File: src/sv/sawtx_pkg.sv
// ----------------------------------------------------------------------------
// sawtx_pkg
// Shared types, codes and sizing constants of the stop-and-wait transmitter.
// ----------------------------------------------------------------------------
package sawtx_pkg;

    // Queue sizing
    localparam int QUEUE_DEPTH = 10;
    localparam int PTR_W       = (QUEUE_DEPTH > 1) ? $clog2(QUEUE_DEPTH) : 1;
    localparam int CNT_W       = $clog2(QUEUE_DEPTH + 1);
    localparam int SLOT_W      = $clog2(2 * QUEUE_DEPTH);
    localparam int ENTRY_W     = 64;

    // Configuration port
    localparam int CFG_IDX_W  = 3;
    localparam int CFG_DATA_W = 32;

    localparam logic [CFG_IDX_W-1:0] CFG_ACK_TIMEOUT = 3'd0;
    localparam logic [CFG_IDX_W-1:0] CFG_MAX_RETRIES = 3'd1;
    localparam logic [CFG_IDX_W-1:0] CFG_RETRY_GAP   = 3'd2;
    localparam logic [CFG_IDX_W-1:0] CFG_COOLDOWN    = 3'd3;
    localparam logic [CFG_IDX_W-1:0] CFG_HB_INTERVAL = 3'd4;
    localparam logic [CFG_IDX_W-1:0] CFG_START_SEQ   = 3'd5;

    // Register reset values
    localparam logic [15:0] RST_ACK_TIMEOUT = 16'd300;
    localparam logic [3:0]  RST_MAX_RETRIES = 4'd2;
    localparam logic [15:0] RST_RETRY_GAP   = 16'd150;
    localparam logic [15:0] RST_COOLDOWN    = 16'd2000;
    localparam logic [19:0] RST_HB_INTERVAL = 20'd10000;
    localparam logic [31:0] RST_START_SEQ   = 32'd1;

    // ms -> s: floor(n / 1000) == (n * MAGIC) >> 38 for any 32-bit n
    localparam int          MAGIC_W       = 29;
    localparam int          MUL_W         = 32 + MAGIC_W;
    localparam logic [28:0] DIV1000_MAGIC = 29'h10624DD3;
    localparam int          DIV1000_SHIFT = 38;
    localparam int          UPTIME_W      = 23;

    // Input command codes
    typedef enum logic [1:0] {
        OP_TICK   = 2'd0,
        OP_PAY    = 2'd1,
        OP_ACK    = 2'd2,
        OP_STATUS = 2'd3
    } op_t;

    // Result kinds
    typedef enum logic [2:0] {
        KIND_SEND      = 3'd0,
        KIND_HEARTBEAT = 3'd1,
        KIND_QUEUED    = 3'd2,
        KIND_REJECTED  = 3'd3,
        KIND_IGNORED   = 3'd4,
        KIND_ACK       = 3'd5
    } kind_t;

    // Controller -> datapath
    typedef struct packed {
        logic load;     // latch the accepted transaction
        logic exec;     // apply the transaction to the state
        logic uptime;   // compute uptime seconds
        logic sel_b;    // present the second result
    } ctl_cmd_t;

    // Datapath -> controller
    typedef struct packed {
        logic [1:0] res_cnt;
    } dp_stat_t;

endpackage

File: src/sv/sawtx_if.sv
// ----------------------------------------------------------------------------
// sawtx_req_if / sawtx_res_if
// Valid/ready channels for request transactions and result transactions.
// ----------------------------------------------------------------------------
interface sawtx_req_if;
    logic               valid;
    logic               ready;
    logic [1:0]         command;
    logic signed [31:0] pay_amount;
    logic [31:0]        ack_seq;

    modport source (output valid, output command, output pay_amount, output ack_seq,
                    input ready);
    modport sink   (input valid, input command, input pay_amount, input ack_seq,
                    output ready);
endinterface

interface sawtx_res_if;
    logic               valid;
    logic               ready;
    logic [2:0]         kind;
    logic signed [31:0] out_amount;
    logic [31:0]        out_seq;
    logic [22:0]        uptime_seconds;
    logic               link_up;
    logic [3:0]         queue_count;
    logic               ack_matched;
    logic               last;

    modport source (output valid, output kind, output out_amount, output out_seq,
                    output uptime_seconds, output link_up, output queue_count,
                    output ack_matched, output last, input ready);
    modport sink   (input valid, input kind, input out_amount, input out_seq,
                    input uptime_seconds, input link_up, input queue_count,
                    input ack_matched, input last, output ready);
endinterface

File: src/sv/stop_and_wait_tx_queue.sv
// ----------------------------------------------------------------------------
// stop_and_wait_tx_queue
// Stop-and-wait payment sender with a ten-entry queue, heartbeat and link
// supervision. One transaction is handled at a time: it is accepted, executed
// in the following cycle, the uptime multiplier runs in the cycle after that,
// and then the zero, one or two results go out one per accepted result
// transaction. Each item passes the accept, execute and uptime steps of the
// sequencing controller; an item without results then returns to idle, and
// an item with results waits in the output steps while the sink is not ready.
// Configuration writes are taken in any cycle but are meant for idle time.
// The queue RAM needs no clearing pass after reset.
// ----------------------------------------------------------------------------
module stop_and_wait_tx_queue
    import sawtx_pkg::*;
(
    input  logic                  clk,
    input  logic                  rst_n,
    sawtx_req_if.sink             req_ch,
    sawtx_res_if.source           res_ch,
    input  logic                  cfg_wr_en,
    input  logic [CFG_IDX_W-1:0]  cfg_index,
    input  logic [CFG_DATA_W-1:0] cfg_data
);

    ctl_cmd_t ctl_cmd;
    dp_stat_t dp_stat;
    kind_t    res_kind;

    sawtx_ctrl u_ctrl (
        .clk       (clk),
        .rst_n     (rst_n),
        .req_valid (req_ch.valid),
        .req_ready (req_ch.ready),
        .res_valid (res_ch.valid),
        .res_ready (res_ch.ready),
        .cmd       (ctl_cmd),
        .stat      (dp_stat)
    );

    sawtx_dp u_dp (
        .clk            (clk),
        .rst_n          (rst_n),
        .cmd            (ctl_cmd),
        .stat           (dp_stat),
        .command        (req_ch.command),
        .pay_amount     (req_ch.pay_amount),
        .ack_seq        (req_ch.ack_seq),
        .cfg_wr_en      (cfg_wr_en),
        .cfg_index      (cfg_index),
        .cfg_data       (cfg_data),
        .kind           (res_kind),
        .out_amount     (res_ch.out_amount),
        .out_seq        (res_ch.out_seq),
        .uptime_seconds (res_ch.uptime_seconds),
        .link_up        (res_ch.link_up),
        .queue_count    (res_ch.queue_count),
        .ack_matched    (res_ch.ack_matched),
        .last           (res_ch.last)
    );

    assign res_ch.kind = res_kind;

    // Never take a new request while a result is still offered
    a_no_overlap: assert property (@(posedge clk) disable iff (!rst_n)
        !(req_ch.ready && res_ch.valid))
        else $error("request accepted while a result is pending");

    // An accepted request is executed in the next cycle
    a_exec_follows: assert property (@(posedge clk) disable iff (!rst_n)
        (req_ch.valid && req_ch.ready) |=> ctl_cmd.exec)
        else $error("accepted request not executed");

    // The second result is only shown when two were produced
    a_second_result: assert property (@(posedge clk) disable iff (!rst_n)
        (res_ch.valid && ctl_cmd.sel_b) |-> (dp_stat.res_cnt == 2'd2))
        else $error("second result without a two-result transaction");

    // A heartbeat offered alone or first never claims an ack match
    a_hb_no_match: assert property (@(posedge clk) disable iff (!rst_n)
        (res_ch.valid && (res_kind == KIND_HEARTBEAT)) |-> !res_ch.ack_matched)
        else $error("heartbeat carries an ack match");

endmodule

File: src/sv/sawtx_ram.sv
// ----------------------------------------------------------------------------
// sawtx_ram
// Generic single-write, single-read RAM with registered read data.
// ----------------------------------------------------------------------------
module sawtx_ram #(
    parameter int WIDTH = 8,
    parameter int DEPTH = 4
) (
    input  logic                                        clk,
    input  logic                                        wr_en,
    input  logic [((DEPTH > 1) ? $clog2(DEPTH) : 1)-1:0] wr_addr,
    input  logic [WIDTH-1:0]                            wr_data,
    input  logic [((DEPTH > 1) ? $clog2(DEPTH) : 1)-1:0] rd_addr,
    output logic [WIDTH-1:0]                            rd_data
);

    logic [WIDTH-1:0] mem [DEPTH];

    // Write port and registered read (old data on a same-address collision)
    always_ff @(posedge clk)
    begin
        if (wr_en)
        begin
            mem[wr_addr] <= wr_data;
        end
        rd_data <= mem[rd_addr];
    end

endmodule

File: src/sv/sawtx_ctrl.sv
// ----------------------------------------------------------------------------
// sawtx_ctrl
// Sequencer: accept a transaction, execute it, then hand out its results.
// ----------------------------------------------------------------------------
module sawtx_ctrl
    import sawtx_pkg::*;
(
    input  logic     clk,
    input  logic     rst_n,
    input  logic     req_valid,
    output logic     req_ready,
    output logic     res_valid,
    input  logic     res_ready,
    output ctl_cmd_t cmd,
    input  dp_stat_t stat
);

    typedef enum logic [2:0] {
        ST_IDLE,
        ST_EXEC,
        ST_UPTIME,
        ST_OUT_A,
        ST_OUT_B
    } state_t;

    state_t state_reg;
    logic   req_ready_reg;
    logic   res_valid_reg;
    logic   sel_b_reg;

    // State and registered handshake outputs
    always_ff @(posedge clk or negedge rst_n)
    begin
        if (!rst_n)
        begin
            state_reg     <= ST_IDLE;
            req_ready_reg <= 1'b1;
            res_valid_reg <= 1'b0;
            sel_b_reg     <= 1'b0;
        end
        else
        begin
            case (state_reg)
                ST_IDLE:
                begin
                    if (req_valid && req_ready_reg)
                    begin
                        state_reg     <= ST_EXEC;
                        req_ready_reg <= 1'b0;
                    end
                end
                ST_EXEC:
                begin
                    state_reg <= ST_UPTIME;
                end
                ST_UPTIME:
                begin
                    if (stat.res_cnt == 2'd0)
                    begin
                        state_reg     <= ST_IDLE;
                        req_ready_reg <= 1'b1;
                    end
                    else
                    begin
                        state_reg     <= ST_OUT_A;
                        res_valid_reg <= 1'b1;
                        sel_b_reg     <= 1'b0;
                    end
                end
                ST_OUT_A:
                begin
                    if (res_ready)
                    begin
                        if (stat.res_cnt == 2'd2)
                        begin
                            state_reg <= ST_OUT_B;
                            sel_b_reg <= 1'b1;
                        end
                        else
                        begin
                            state_reg     <= ST_IDLE;
                            res_valid_reg <= 1'b0;
                            req_ready_reg <= 1'b1;
                        end
                    end
                end
                ST_OUT_B:
                begin
                    if (res_ready)
                    begin
                        state_reg     <= ST_IDLE;
                        res_valid_reg <= 1'b0;
                        req_ready_reg <= 1'b1;
                        sel_b_reg     <= 1'b0;
                    end
                end
                default:
                begin
                    state_reg     <= ST_IDLE;
                    req_ready_reg <= 1'b1;
                    res_valid_reg <= 1'b0;
                    sel_b_reg     <= 1'b0;
                end
            endcase
        end
    end

    // Commands to the datapath
    assign req_ready  = req_ready_reg;
    assign res_valid  = res_valid_reg;
    assign cmd.load   = req_valid && req_ready_reg;
    assign cmd.exec   = (state_reg == ST_EXEC);
    assign cmd.uptime = (state_reg == ST_UPTIME);
    assign cmd.sel_b  = sel_b_reg;

endmodule

File: src/sv/sawtx_dp.sv
// ----------------------------------------------------------------------------
// sawtx_dp
// Datapath: timers, link state, payment queue, sender and result registers.
// ----------------------------------------------------------------------------
module sawtx_dp
    import sawtx_pkg::*;
(
    input  logic                  clk,
    input  logic                  rst_n,
    input  ctl_cmd_t              cmd,
    output dp_stat_t              stat,
    // request payload
    input  logic [1:0]            command,
    input  logic signed [31:0]    pay_amount,
    input  logic [31:0]           ack_seq,
    // configuration
    input  logic                  cfg_wr_en,
    input  logic [CFG_IDX_W-1:0]  cfg_index,
    input  logic [CFG_DATA_W-1:0] cfg_data,
    // result payload
    output kind_t                 kind,
    output logic signed [31:0]    out_amount,
    output logic [31:0]           out_seq,
    output logic [UPTIME_W-1:0]   uptime_seconds,
    output logic                  link_up,
    output logic [3:0]            queue_count,
    output logic                  ack_matched,
    output logic                  last
);

    // Configuration registers
    logic [15:0] cfg_timeout_reg;
    logic [3:0]  cfg_retries_reg;
    logic [15:0] cfg_gap_reg;
    logic [15:0] cfg_cooldown_reg;
    logic [19:0] cfg_hb_reg;

    // Latched transaction
    op_t                op_reg;
    logic signed [31:0] amount_reg;
    logic [31:0]        ack_seq_reg;

    // Protocol state
    logic [31:0]        time_reg,     time_next;
    logic [31:0]        last_hb_reg,  last_hb_next;
    logic [31:0]        last_ack_reg, last_ack_next;
    logic               link_reg,     link_next;
    logic [PTR_W-1:0]   head_reg,     head_next;
    logic [CNT_W-1:0]   count_reg,    count_next;
    logic               active_reg,   active_next;
    logic               waiting_reg,  waiting_next;
    logic signed [31:0] cur_amount_reg, cur_amount_next;
    logic [31:0]        cur_seq_reg,  cur_seq_next;
    logic [3:0]         retry_reg,    retry_next;
    logic [31:0]        deadline_reg, deadline_next;
    logic [31:0]        attempt_reg,  attempt_next;
    logic [31:0]        next_seq_reg, next_seq_next;

    // Result registers
    logic [1:0]          res_cnt_reg,      res_cnt_next;
    kind_t               res_kind_reg,     res_kind_next;
    logic signed [31:0]  res_amount_reg,   res_amount_next;
    logic [31:0]         res_seq_reg,      res_seq_next;
    logic                res_matched_reg,  res_matched_next;
    logic [UPTIME_W-1:0] uptime_reg;

    // Queue memory
    logic               ram_we;
    logic [PTR_W-1:0]   ram_waddr;
    logic [ENTRY_W-1:0] ram_wdata;
    logic [ENTRY_W-1:0] ram_rdata;

    logic [MUL_W-1:0]   uptime_prod;

    // Wrapping "now has reached when" test
    function automatic logic reached(input logic [31:0] now, input logic [31:0] when);
        logic [31:0] diff;
        diff = now - when;
        return !diff[31];
    endfunction

    sawtx_ram #(
        .WIDTH (ENTRY_W),
        .DEPTH (QUEUE_DEPTH)
    ) u_queue (
        .clk     (clk),
        .wr_en   (ram_we),
        .wr_addr (ram_waddr),
        .wr_data (ram_wdata),
        .rd_addr (head_reg),
        .rd_data (ram_rdata)
    );

    // Transaction execution
    always_comb
    begin
        logic [31:0]        now;
        logic [31:0]        hb3;
        logic               hb_fire;
        logic               link_v;
        logic               act_v;
        logic               wait_v;
        logic [3:0]         retry_v;
        logic [31:0]        dl_v;
        logic [31:0]        na_v;
        logic signed [31:0] amt_v;
        logic [31:0]        sq_v;
        logic               send_v;
        logic [31:0]        seq_v;
        logic [31:0]        seq_inc;
        logic [SLOT_W-1:0]  slot_sum;

        time_next        = time_reg;
        last_hb_next     = last_hb_reg;
        last_ack_next    = last_ack_reg;
        link_next        = link_reg;
        head_next        = head_reg;
        count_next       = count_reg;
        active_next      = active_reg;
        waiting_next     = waiting_reg;
        cur_amount_next  = cur_amount_reg;
        cur_seq_next     = cur_seq_reg;
        retry_next       = retry_reg;
        deadline_next    = deadline_reg;
        attempt_next     = attempt_reg;
        next_seq_next    = next_seq_reg;
        res_cnt_next     = res_cnt_reg;
        res_kind_next    = res_kind_reg;
        res_amount_next  = res_amount_reg;
        res_seq_next     = res_seq_reg;
        res_matched_next = res_matched_reg;

        // write slot: head + count, wrapped once
        slot_sum = SLOT_W'(head_reg) + SLOT_W'(count_reg);
        if (slot_sum >= SLOT_W'(QUEUE_DEPTH))
        begin
            slot_sum = slot_sum - SLOT_W'(QUEUE_DEPTH);
        end
        ram_we    = 1'b0;
        ram_waddr = PTR_W'(slot_sum);
        ram_wdata = {amount_reg, next_seq_reg};

        now     = time_reg + 32'd1;
        hb3     = 32'(cfg_hb_reg) + (32'(cfg_hb_reg) << 1);
        hb_fire = 1'b0;
        link_v  = link_reg;
        act_v   = active_reg;
        wait_v  = waiting_reg;
        retry_v = retry_reg;
        dl_v    = deadline_reg;
        na_v    = attempt_reg;
        amt_v   = cur_amount_reg;
        sq_v    = cur_seq_reg;
        send_v  = 1'b0;
        seq_v   = (next_seq_reg == 32'd0) ? 32'd1 : next_seq_reg;
        seq_inc = seq_v + 32'd1;

        if (cmd.exec)
        begin
            res_amount_next  = '0;
            res_seq_next     = '0;
            res_matched_next = 1'b0;
            case (op_reg)
                OP_TICK:
                begin
                    // time, heartbeat and link-loss checks
                    time_next = now;
                    hb_fire   = ((now - last_hb_reg) >= 32'(cfg_hb_reg));
                    if (hb_fire)
                    begin
                        last_hb_next = now;
                    end
                    if ((now - last_ack_reg) > hb3)
                    begin
                        link_v = 1'b0;
                    end

                    // sender
                    if (!link_v && !wait_v)
                    begin
                        act_v = 1'b0;
                        if (now >= na_v)
                        begin
                            na_v = now + 32'(cfg_cooldown_reg);
                        end
                    end
                    else
                    begin
                        if (!act_v && (count_reg != '0))
                        begin
                            amt_v   = ram_rdata[63:32];
                            sq_v    = ram_rdata[31:0];
                            retry_v = 4'd0;
                            wait_v  = 1'b0;
                            dl_v    = 32'd0;
                            na_v    = now;
                            act_v   = 1'b1;
                        end
                        if (act_v)
                        begin
                            if (wait_v)
                            begin
                                if (reached(now, dl_v))
                                begin
                                    wait_v = 1'b0;
                                    if (retry_v < cfg_retries_reg)
                                    begin
                                        retry_v = retry_v + 4'd1;
                                        na_v    = now + 32'(cfg_gap_reg);
                                    end
                                    else
                                    begin
                                        act_v  = 1'b0;
                                        link_v = 1'b0;
                                        na_v   = now + 32'(cfg_cooldown_reg);
                                    end
                                end
                            end
                            else if (reached(now, na_v))
                            begin
                                wait_v = 1'b1;
                                dl_v   = now + 32'(cfg_timeout_reg);
                                send_v = 1'b1;
                            end
                        end
                    end

                    link_next       = link_v;
                    active_next     = act_v;
                    waiting_next    = wait_v;
                    retry_next      = retry_v;
                    deadline_next   = dl_v;
                    attempt_next    = na_v;
                    cur_amount_next = amt_v;
                    cur_seq_next    = sq_v;

                    // results: heartbeat first, send second
                    if (hb_fire)
                    begin
                        res_kind_next = KIND_HEARTBEAT;
                        res_cnt_next  = send_v ? 2'd2 : 2'd1;
                    end
                    else if (send_v)
                    begin
                        res_kind_next   = KIND_SEND;
                        res_amount_next = amt_v;
                        res_seq_next    = sq_v;
                        res_cnt_next    = 2'd1;
                    end
                    else
                    begin
                        res_cnt_next = 2'd0;
                    end
                end
                OP_PAY:
                begin
                    res_cnt_next = 2'd1;
                    if (amount_reg[31] || (amount_reg == 32'sd0))
                    begin
                        res_kind_next = KIND_IGNORED;
                    end
                    else if (count_reg >= CNT_W'(QUEUE_DEPTH))
                    begin
                        res_kind_next = KIND_REJECTED;
                    end
                    else
                    begin
                        ram_we          = 1'b1;
                        ram_wdata       = {amount_reg, seq_v};
                        count_next      = count_reg + CNT_W'(1);
                        next_seq_next   = (seq_inc == 32'd0) ? 32'd1 : seq_inc;
                        if (link_reg && !active_reg)
                        begin
                            attempt_next = 32'd0;
                        end
                        res_kind_next   = KIND_QUEUED;
                        res_amount_next = amount_reg;
                        res_seq_next    = seq_v;
                    end
                end
                OP_ACK:
                begin
                    last_ack_next = time_reg;
                    link_next     = 1'b1;
                    res_cnt_next  = 2'd1;
                    res_kind_next = KIND_ACK;
                    if (active_reg && (ack_seq_reg == cur_seq_reg))
                    begin
                        res_matched_next = 1'b1;
                        if (count_reg != '0)
                        begin
                            head_next  = (head_reg == PTR_W'(QUEUE_DEPTH - 1)) ?
                                         '0 : head_reg + PTR_W'(1);
                            count_next = count_reg - CNT_W'(1);
                        end
                        active_next   = 1'b0;
                        waiting_next  = 1'b0;
                        retry_next    = 4'd0;
                        deadline_next = 32'd0;
                        attempt_next  = time_reg + 32'(cfg_gap_reg);
                    end
                end
                default:
                begin
                    // status message: link contact only, no result
                    last_ack_next = time_reg;
                    link_next     = 1'b1;
                    res_cnt_next  = 2'd0;
                end
            endcase
        end

        // start_seq write reloads the sequence counter
        if (cfg_wr_en && (cfg_index == CFG_START_SEQ))
        begin
            next_seq_next = cfg_data;
        end
    end

    // Configuration registers (start_seq only loads the sequence counter)
    always_ff @(posedge clk or negedge rst_n)
    begin
        if (!rst_n)
        begin
            cfg_timeout_reg  <= RST_ACK_TIMEOUT;
            cfg_retries_reg  <= RST_MAX_RETRIES;
            cfg_gap_reg      <= RST_RETRY_GAP;
            cfg_cooldown_reg <= RST_COOLDOWN;
            cfg_hb_reg       <= RST_HB_INTERVAL;
        end
        else if (cfg_wr_en)
        begin
            case (cfg_index)
                CFG_ACK_TIMEOUT: cfg_timeout_reg  <= cfg_data[15:0];
                CFG_MAX_RETRIES: cfg_retries_reg  <= cfg_data[3:0];
                CFG_RETRY_GAP:   cfg_gap_reg      <= cfg_data[15:0];
                CFG_COOLDOWN:    cfg_cooldown_reg <= cfg_data[15:0];
                CFG_HB_INTERVAL: cfg_hb_reg       <= cfg_data[19:0];
                default:         ;
            endcase
        end
    end

    // Protocol state
    always_ff @(posedge clk or negedge rst_n)
    begin
        if (!rst_n)
        begin
            time_reg     <= '0;
            last_hb_reg  <= '0;
            last_ack_reg <= '0;
            link_reg     <= 1'b0;
            head_reg     <= '0;
            count_reg    <= '0;
            active_reg   <= 1'b0;
            waiting_reg  <= 1'b0;
            retry_reg    <= '0;
            deadline_reg <= '0;
            attempt_reg  <= '0;
            next_seq_reg <= RST_START_SEQ;
            res_cnt_reg  <= '0;
        end
        else
        begin
            time_reg     <= time_next;
            last_hb_reg  <= last_hb_next;
            last_ack_reg <= last_ack_next;
            link_reg     <= link_next;
            head_reg     <= head_next;
            count_reg    <= count_next;
            active_reg   <= active_next;
            waiting_reg  <= waiting_next;
            retry_reg    <= retry_next;
            deadline_reg <= deadline_next;
            attempt_reg  <= attempt_next;
            next_seq_reg <= next_seq_next;
            res_cnt_reg  <= res_cnt_next;
        end
    end

    // Current entry: cleared at reset
    always_ff @(posedge clk or negedge rst_n)
    begin
        if (!rst_n)
        begin
            cur_amount_reg <= '0;
            cur_seq_reg    <= '0;
        end
        else
        begin
            cur_amount_reg <= cur_amount_next;
            cur_seq_reg    <= cur_seq_next;
        end
    end

    // Payload registers: transaction latch, results, uptime
    assign uptime_prod = MUL_W'(time_reg) * MUL_W'(DIV1000_MAGIC);

    always_ff @(posedge clk)
    begin
        if (cmd.load)
        begin
            op_reg      <= op_t'(command);
            amount_reg  <= pay_amount;
            ack_seq_reg <= ack_seq;
        end
        if (cmd.uptime)
        begin
            uptime_reg <= UPTIME_W'(uptime_prod >> DIV1000_SHIFT);
        end
        res_kind_reg    <= res_kind_next;
        res_amount_reg  <= res_amount_next;
        res_seq_reg     <= res_seq_next;
        res_matched_reg <= res_matched_next;
    end

    // Result selection; second result is always the send of the current entry
    assign stat.res_cnt   = res_cnt_reg;
    assign kind           = cmd.sel_b ? KIND_SEND : res_kind_reg;
    assign out_amount     = cmd.sel_b ? cur_amount_reg : res_amount_reg;
    assign out_seq        = cmd.sel_b ? cur_seq_reg : res_seq_reg;
    assign uptime_seconds = (!cmd.sel_b && (res_kind_reg == KIND_HEARTBEAT)) ?
                            uptime_reg : '0;
    assign link_up        = link_reg;
    assign queue_count    = 4'(count_reg);
    assign ack_matched    = cmd.sel_b ? 1'b0 : res_matched_reg;
    assign last           = cmd.sel_b || (res_cnt_reg == 2'd1);

endmodule
File: src/flat_wrapper.sv
// flat-port wrapper written by rule: the top's interface ports become plain ports
module stop_and_wait_tx_queue_flat import sawtx_pkg::*;
  (clk, rst_n, cfg_wr_en, cfg_index, cfg_data, req_ch_valid, req_ch_command, req_ch_pay_amount, req_ch_ack_seq, req_ch_ready, res_ch_valid, res_ch_kind, res_ch_out_amount, res_ch_out_seq, res_ch_uptime_seconds, res_ch_link_up, res_ch_queue_count, res_ch_ack_matched, res_ch_last, res_ch_ready);
  sawtx_req_if req_ch_i ();
  sawtx_res_if res_ch_i ();
  input  logic clk;
  input  logic rst_n;
  input  logic cfg_wr_en;
  input  logic [CFG_IDX_W-1:0] cfg_index;
  input  logic [CFG_DATA_W-1:0] cfg_data;
  input wire logic [$bits(req_ch_i.valid)-1:0] req_ch_valid;
  input wire logic [$bits(req_ch_i.command)-1:0] req_ch_command;
  input wire logic [$bits(req_ch_i.pay_amount)-1:0] req_ch_pay_amount;
  input wire logic [$bits(req_ch_i.ack_seq)-1:0] req_ch_ack_seq;
  output wire logic [$bits(req_ch_i.ready)-1:0] req_ch_ready;
  output wire logic [$bits(res_ch_i.valid)-1:0] res_ch_valid;
  output wire logic [$bits(res_ch_i.kind)-1:0] res_ch_kind;
  output wire logic [$bits(res_ch_i.out_amount)-1:0] res_ch_out_amount;
  output wire logic [$bits(res_ch_i.out_seq)-1:0] res_ch_out_seq;
  output wire logic [$bits(res_ch_i.uptime_seconds)-1:0] res_ch_uptime_seconds;
  output wire logic [$bits(res_ch_i.link_up)-1:0] res_ch_link_up;
  output wire logic [$bits(res_ch_i.queue_count)-1:0] res_ch_queue_count;
  output wire logic [$bits(res_ch_i.ack_matched)-1:0] res_ch_ack_matched;
  output wire logic [$bits(res_ch_i.last)-1:0] res_ch_last;
  input wire logic [$bits(res_ch_i.ready)-1:0] res_ch_ready;
  assign req_ch_i.valid = req_ch_valid;
  assign req_ch_i.command = req_ch_command;
  assign req_ch_i.pay_amount = req_ch_pay_amount;
  assign req_ch_i.ack_seq = req_ch_ack_seq;
  assign req_ch_ready = req_ch_i.ready;
  assign res_ch_valid = res_ch_i.valid;
  assign res_ch_kind = res_ch_i.kind;
  assign res_ch_out_amount = res_ch_i.out_amount;
  assign res_ch_out_seq = res_ch_i.out_seq;
  assign res_ch_uptime_seconds = res_ch_i.uptime_seconds;
  assign res_ch_link_up = res_ch_i.link_up;
  assign res_ch_queue_count = res_ch_i.queue_count;
  assign res_ch_ack_matched = res_ch_i.ack_matched;
  assign res_ch_last = res_ch_i.last;
  assign res_ch_i.ready = res_ch_ready;
  stop_and_wait_tx_queue u_core (.clk(clk), .rst_n(rst_n), .req_ch(req_ch_i), .res_ch(res_ch_i), .cfg_wr_en(cfg_wr_en), .cfg_index(cfg_index), .cfg_data(cfg_data));
endmodule
File: config.mk
export PLATFORM = sky130hd
export DESIGN_NAME = stop_and_wait_tx_queue_flat
export DESIGN_NICKNAME = d
export VERILOG_FILES = /design/src/sv/sawtx_pkg.sv /design/src/sv/sawtx_if.sv /design/src/sv/stop_and_wait_tx_queue.sv /design/src/sv/sawtx_ram.sv /design/src/sv/sawtx_ctrl.sv /design/src/sv/sawtx_dp.sv /design/src/flat_wrapper.sv
export SDC_FILE = /design/constraint.sdc
export NUM_CORES = 2
export LEC_CHECK = 0
export BUFFER_PORTS_ARGS = -buffer_cell sky130_fd_sc_hd__buf_2
export CORE_MARGIN = 3
export CORE_UTILIZATION = 55
export CTS_CLUSTER_SIZE = 25
export DETAILED_ROUTE_END_ITERATION = 8
export PLACE_DENSITY = 0.72
export SLEW_MARGIN = 20
export SYNTH_ARGS = -nofsm -noshare
export SYNTH_HDL_FRONTEND = slang
export SYNTH_SLANG_ARGS = --single-unit
File: constraint.sdc
create_clock -name clk -period 9.8 [get_ports clk]
set_input_delay 1.47 -clock clk [delete_from_list [all_inputs] [get_ports clk]]
set_output_delay 1.47 -clock clk [all_outputs]
set_load 0.05 [all_outputs]
==> flow_metrics.tcl <==
set metrics [dict create \
    syn_area_mm2 0.0750 \
    antenna_found_initial 12 \
    portBuffers 204 \
    vias 51807 \
    drt_pass1_iterations 6 \
    grt_start_max_net_pins 121 \
    wl_per_cell_um 25.7 \
    regMostFlops "u_core.u_dp.u_queue.mem" \
    syn_to_final_growth_pct 10.5 \
    grt_pass1_wl_um 327000 \
    skew_ps 68.7 \
    dp_hpwl_um 151000 \
    die_h_um 375 \
    track_usage_pct 30.9 \
    synth_flop_cell "edfxtp_1" \
    synth_edf_count 797 \
    synth_top_cell_area_share_pct 31.9 \
    async_flop_share_pct 29.0 \
    final_nets 7668 \
    start_util_pct 55.8 \
    yosysWarnings 0 \
    outcome "complete, no violations" \
    dieArea_mm2 0.141 \
    place_ws_ps 803 \
    cts_htree_levels 4 \
    ys_types 88 \
    drv_cap 0 \
    wl_um 217000 \
    endpoint_kind "register" \
    yosysTopAreaCell "edfxtp_1" \
    post_cts_buffers 0 \
    max_slew_margin_pct 24.5 \
    hold_class "register to register" \
    power_leakage_uw 0.0353 \
    drc_errors 0 \
    grt_overflow 0 \
    netlist_instances 6381 \
    rsz0062_at_grt "false" \
    drtIter0Drc 4942 \
    hold_violations 0 \
    hold_buffers 0 \
    finalCritPeriodShare_pct 91.6 \
    ios 205 \
    drv_slew 0 \
    setup_slack_ps 823 \
    largest_reg_flops 640 \
    cts-resized-gates 0 \
    cp-start-kind "register" \
    die_w_um 375 \
    required_ps 10320 \
    core_area_mm2 0.134 \
    cts_tree "built" \
    cts_sinks 1212 \
    worstPathMaxFanout 12 \
    yosysSeqAreaShare_pct 45.4 \
    syn_nets 7480 \
    setup_viol 0 \
    n_fill_cell 10569 \
    cts-root-buf "clkbuf_16" \
    place_congestion 0.981 \
    via_per_inst 6.13 \
    ir_worst_vdd_uv 311 \
    synth_area_leaders "edfxtp_1 (32%), ha_1 (11%), dfrtp_1 (11%)" \
    clk_latency_ps 800 \
    fin_util_pct 61.7 \
    drive_gt1_share_pct 13.8 \
    power_density_mw_per_mm2 184 \
    path_class "register to register" \
    top_regs "u_core.u_dp.u_queue.mem: 640 flops, u_core.u_dp.u_queue.rd_data: 64 flops" \
    period_needed_ps 8980 \
    whs_ps 458 \
    worst_pin_slew_ps 1130 \
    clk_pin_slew_ps 60 \
    worstPathArrival_ps 9500 \
    fmax_mhz 111 \
    grt_pass1_vias 51998 \
    clk_path_buf_depth 3 \
    avgSynthCellArea_um2 11.8 \
    rows 134 \
    cts_made_buffers 133 \
    yosys_register_bits 1212 \
    ant_nets 0 \
    fin_setup_tns_ps 0 \
]
metrics by stage:
stage / total power (uW) / std cells / cell area [um^2]
2_1_floorplan: 8910 / 6381 / 75000
3_3_place_gp: 10000 / 8201 / 78300
3_5_place_dp: 10100 / 8201 / 78300
4_1_cts: 15300 / 8449 / 82900
5_1_grt: 16000 / 8450 / 82900
6_report: 15300 / 8455 / 82900
worst max-delay path, cell delays in order (launching register included):
cell       delay, ps
dfrtp_1          850
inv_1            470
ha_1             410
inv_1            170
fa_1             460
ha_1             310
fa_1             510
inv_1             50
fa_1             440
fa_1             510
inv_1             50
fa_1             470
ha_1             300
ha_1             370
o211ai_1         110
nor4_1           420
o2111ai_1        300
a2111oi_0        750
nor3_1           100
buf_4            210
o22ai_1          310
a31oi_1          290
o21ai_0          350
and2_1           220
o21a_1           150
nor2_1            50
xnor2_1          120
final timing paths:
kind,cells after the start,end,startpoint,slack [ps]
max,26,u_core.u_dp.uptime_reg[16],u_core.u_dp.time_reg[30],820
min,1,u_core.u_dp.cur_seq_reg[22],u_core.u_dp.u_queue.rd_data[22],460
max reg2reg,26,u_core.u_dp.uptime_reg[16],u_core.u_dp.time_reg[30],820
min reg2reg,1,u_core.u_dp.cur_seq_reg[22],u_core.u_dp.u_queue.rd_data[22],460
max in group asynchronous,3,u_core.u_dp.head_reg[0],rst_n,7070
min in group asynchronous,1,u_core.u_dp.last_ack_reg[6],rst_n,660
layout make-up:
| type | count | area (um^2) | share of cell area [%] |
|---|---|---|---|
| well taps | 1768 | 2210 | 2.67 |
| clock buffers | 174 | 3600 | 4.35 |
| flip-flops and latches | 1212 | 34000 | 41.1 |
| multi-input cells | 4172 | 37400 | 45.1 |
| clock inverters | 74 | 993 | 1.20 |
| inverters | 737 | 2770 | 3.34 |
| diodes | 5 | 12.5 | 0.0151 |
| repair buffers | 313 | 1890 | 2.28 |
cells in the mapped netlist (74+ instances only):
cell type / number
and2_1: 101
inv_1: 731
xor2_1: 74
clkbuf_1: 203
ha_1: 686
mux2_2: 185
xnor2_1: 250
o21ai_0: 253
fa_1: 307
nor3_1: 108
a21oi_1: 337
nand3_1: 93
mux4_2: 128
nor2_1: 289
edfxtp_1: 797
a21o_1: 102
nand2_1: 352
a211oi_1: 91
mux2i_1: 138
dfrtp_1: 329
cell usage in the layout, fill, tap and decap left out, types with 250 or more instances in the layout:
cell type,synthesis,layout
dfrtp_1,329,324
nand2_1,352,352
ha_1,686,686
nor2_1,289,277
a21oi_1,337,337
fa_1,307,307
o21ai_0,253,253
edfxtp_1,797,797
inv_1,731,730
xnor2_1,250,250
cell families after synthesis:
kind of cell    synth area share (%)
xor+xnor                        3.78
fa+ha+maj                       19.6
flops                           45.4
simple gates                    8.00
mux                             8.46
buf+inv                         5.04
compound gates                  9.73
layer usage:
| metal | vias up | track usage [%] | part of all wire [%] |
|---|---|---|---|
| met2 | 2095 | 49.1 | 47 |
| met5 | - | 0 | 0.016 |
| met4 | 6 | 13.5 | 4.5 |
| li1 | 23163 | - | - |
| met1 | 26094 | 42.1 | 41 |
| met3 | 449 | 4.99 | 7.4 |
report_power, final:
group	internal, uW	switching (uW)	total [uW]	leakage [uW]
combinational	1590	2430	4020	0.0209
clock	2930	2230	5160	0.00219
sequential	5750	327	6080	0.0122
total	10300	4990	15300	0.0353
No activity file was read; power rests on OpenSTA's default activity.
